File: src/iie_ram.sv
// iie_ram: generic single write port ram with one registered read port
// read during write to the same address returns the old contents
// no dependencies
`timescale 1ns / 1ps

module iie_ram #(
  parameter int WIDTH = 8,
  parameter int DEPTH = 256,
  localparam int AW = $clog2(DEPTH)
) (
  input  logic             clk,
  input  logic             wr_en,
  input  logic [AW-1:0]    wr_addr,
  input  logic [WIDTH-1:0] wr_data,
  input  logic [AW-1:0]    rd_addr,
  output logic [WIDTH-1:0] rd_data
);

  logic [WIDTH-1:0] mem [DEPTH];
  logic [WIDTH-1:0] rd_data_r;

  // storage and registered read
  always_ff @(posedge clk) begin
    if (wr_en) begin
      mem[wr_addr] <= wr_data;
    end
    rd_data_r <= mem[rd_addr];
  end

  assign rd_data = rd_data_r;

endmodule

File: config.mk
export PLATFORM = sky130hd
export DESIGN_NAME = iie_ram
export DESIGN_NICKNAME = d
export VERILOG_FILES = /design/src/iie_ram.sv
export SDC_FILE = /design/constraint.sdc
export NUM_CORES = 2
export LEC_CHECK = 0
export BUFFER_PORTS_ARGS = -buffer_cell sky130_fd_sc_hd__buf_2
export CAP_MARGIN = 20
export CELL_PAD_IN_SITES_DETAIL_PLACEMENT = 1
export CELL_PAD_IN_SITES_GLOBAL_PLACEMENT = 1
export CORE_MARGIN = 2
export CORE_UTILIZATION = 30
export DETAILED_ROUTE_END_ITERATION = 7
export GPL_ROUTABILITY_DRIVEN = 0
export PLACE_DENSITY_LB_ADDON = 0.05
export SLEW_MARGIN = 20
export SYNTH_ARGS = -nofsm -noshare
export SYNTH_HDL_FRONTEND = slang
export SYNTH_SLANG_ARGS = --single-unit
File: constraint.sdc
create_clock -name clk -period 3.8 [get_ports clk]
set_input_delay 1.14 -clock clk [delete_from_list [all_inputs] [get_ports clk]]
set_output_delay 1.14 -clock clk [all_outputs]
set_load 0.01 [all_outputs]
* Word-level counts from Yosys, hierarchy flattened
Memory sizes are Yosys's and may differ from the RTL's. A register that Yosys moved wholly into a read port is not among the register bits.
Cells that the tools add are included.
** Operators by class
- Multiplexer cells :: 2
** Operators with widths (number)
- 2-to-1 mux 1 bit :: 2
** Word-level totals
- Bits in registers :: 0
- Bits in writable memories :: 2048
- Input bits :: 26
- Output and inout bits :: 8
- Word-level logic and storage cells :: 3
- Memories kept :: 1
** Memory list
- mem :: words 256, bits a word 8, rd ports 1, clocked after memory_dff 1, wr ports 1, line 19 : logic [WIDTH-1:0] mem [DEPTH];

* Longest topological paths before layout
- Depth in word-level cells :: 2
- Depth in mapped cells :: 11
- Gate-level depth less buffers :: 6

* Worst setup path before layout
Ideal clock, no wire load.
- Path kind :: input-to-reg
- From :: in rd_addr[0]
- To :: reg rd_data_r[2] (netlist: rd_data[2]), read port of mem
- Library setup time :: 131 ps
- Data arrival time :: 2947 ps
- Required time :: 3669 ps
- Path slack :: 722 ps
- Stages :: 9
- Path buffers :: 4
- Cell sequence :: buf_6 buf_12 buf_8 buf_2 mux4_2 a22oi_1 a21oi_1 nor4_1 nor4_2
** RTL lines
- start, declared :: line 15 : input logic [AW-1:0] rd_addr,
- end, declared :: line 20 : logic [WIDTH-1:0] rd_data_r;

==> run metrics <==
CTS tree=yes; Critical Path End Type=flop; flops & latches, synth=2056; leakage=30.4 nW; CTS Buf Count=231; total gr overflow=0; area of the multi-input gates=0.0166 mm2; type of the worst setup path=in2reg; port bufs=33; Hold Slack=0.701 ns; top area cells in the synthesized netlist=edfxtp_1 77%, mux4_2 13%, mux2i_1 1.7%, nor2_1 1.3%, a22oi_1 1.3%; global-route wire length before repair=353000 um; status=completed; Mapped Cells=3733; Highest Clock Rate=277 MHz; Via Count=40000; Worst Path Arrival=4.34 ns; worst min path class=in2reg; Worst-Skew Late Latency=0.85 ns; Boundary Pins=34; CP startpoint kind=input pin; vias in the first global route=42700; Post-DP HPWL=166000 um; Setup WS pre-CTS=-0.658 ns; post-route minimum period=3.61 ns; Crit Path Max Fanout=19; Synth cell types=55; FFs w/ async S/R, synth=0%; Die Footprint=0.269 mm2; placed cell areas=0.0884 mm2; global-route usage over all layers=18.8%; unrepaired setup endpoints after global routing=no; setup ws final=0.186 ns; # nets final=4392; Tot Pwr=49.3 mW; H-tree Lvls=4; CP Cell Sequence=buf_8, buf_12, buf_12, mux4_2, a22oi_1, a21oi_1, nor4_1, buf_4, nor4_2; final hold viol count=0; share of cells above drive strength 1=31.7%; antenna-violating nets left=0; CP max stage cell=nor4_1; commonest non-fill, non-tap cell in the layout=edfxtp_1; Max VDD drop=0.000443 V; maxcap violations=0; Sequential Area=0.0617 mm2; CTS Root Cell=clkbuf_16; Post-CTS Setup Bufs=0; antenna violations before repair=30; Relative slew margins=24.7%; Worst Path Required=4.52 ns; Initial DRC Count=3627; deepest clock path buffer count=3; clk_skew=0.0273 ns; Synthesis Warnings=0; commonest cells after routing, fill and taps aside=2048 x edfxtp_1, 523 x buf_4, 454 x mux4_2, 278 x nor2_1, 235 x clkbuf_16; Die Width=519 um; Hold Buf Count CTS=0; row cnt=189; post-cts gate resize count=0; leading area contributor after synthesis=edfxtp_1; Yosys top cell area share=77.3%; drt wl/cell=31.4 um; Core ar.=0.264 mm2; fin. max-slew vios=0; Worst-Margin Slew=1.12 ns; Setup-failing EPs final=0; Post-synth EDFFs=2048; maximum number of pins on one net before global-route repair=97; Pwr Density=516 mW/mm2; post-synthesis sequential area ratio=77.5%; clk sink count=2056; cell family with most CP delay=simple AND/OR/NAND/NOR gates; final cell count without fillers=8116; Routed WL=255000 um; Worst-path clk slew=0.06 ns; area grow syn2layout=20.2%; Crit path largest cell delay=1.02 ns; crit path buf inv count=4; Synth Cell Area=0.0796 mm2; # placed instances=7666; DR vias/cell=4.93; final period utilization=95.1%; starting density of the core=30.1%; post-synthesis net count=3759; Die Ht=519 um; fillers=25800; most used cell along the critical path=buf_12; most used flip-flop cell after synthesis=edfxtp_1; post-route cell area=0.0956 mm2; # DRC=0; setup TNS=0 ns; syn_area_per_cell=21.3 um2; Util after Layout=36.2%; DRT Pass-1 Iters=5
-- metal layers --
| metal | track usage (%) | part of all wire, % | vias up |
|---|---|---|---|
| met5 | 0 | 0 | - |
| li1 | - | - | 17000 |
| met1 | 26.7 | 46 | 21800 |
| met2 | 29.9 | 47 | 856 |
| met3 | 2.71 | 4.1 | 326 |
| met4 | 5.67 | 3.0 | 0 |
-- layout make-up --
| type | count | share of cell area, % |
|---|---|---|
| Clock buffer | 290 | 6.40 |
| Antenna cell | 27 | 0.0706 |
| Clock inverter | 133 | 1.09 |
| Tap cell | 3533 | 4.62 |
| Multi-Input combinational cell | 1442 | 17.3 |
| Sequential cell | 2056 | 64.5 |
| Inverter | 2 | 0.00785 |
| Timing Repair Buffer | 633 | 6.01 |
-- Yosys cell counts (24+ instances only) --
cell / number
mux4_2: 454
buf_4: 27
a22oi_1: 133
nor2_1: 282
o221ai_1: 46
a21oi_1: 96
edfxtp_1: 2048
nand2_1: 33
nor2b_1: 31
clkbuf_1: 111
nor4_1: 24
nand3_1: 34
buf_2: 31
mux2i_1: 134
o22ai_1: 28
-- worst reg2reg max path: cells and delay by family, from the launching register on --
kind / cells / cell delay, ns
simple gates: 2 / 1.06
compound gates: 2 / 0.67
mux: 1 / 0.50
flops: 1 / 0.36
buf+inv: 1 / 0.26
-- sequential cells by signal, indices dropped and copies added (netlist names) --
register / count
mem: 2048
rd_data: 8
-- path summary, 6_finish.rpt --
path | depth (start not counted) | endpoint | slack, ns | from
min | 1 | mem[123][4]$_DFFE_PP_ | 0.70 | wr_data[4]
max reg2reg | 6 | rd_data[2]$_DFF_P_ | 0.84 | mem[195][2]$_DFFE_PP_
max | 9 | rd_data[2]$_DFF_P_ | 0.19 | rd_addr[0]
min reg2reg | 7 | rd_data[3]$_DFF_P_ | 1.15 | mem[41][3]$_DFFE_PP_
-- logic make-up (layout without fill, tap and decap cells) --
family / Yosys count / in the layout / synth area share (%)
AO/OA/AOI/OAI: 385 / 385 / 3.42
buffers and inverters: 235 / 1058 / 1.83
flip-flops: 2056 / 2056 / 77.5
multiplexers: 591 / 591 / 14.6
other: 0 / 27 / 0
AND/OR/NAND/NOR: 466 / 466 / 2.63
-- report_power, final --
part / switching [mW] / internal, mW
Sequential: 0.0785 / 25.0
Combinational: 1.73 / 1.01
Clock: 9.17 / 12.3
No activity file was read; power rests on OpenSTA's default activity.
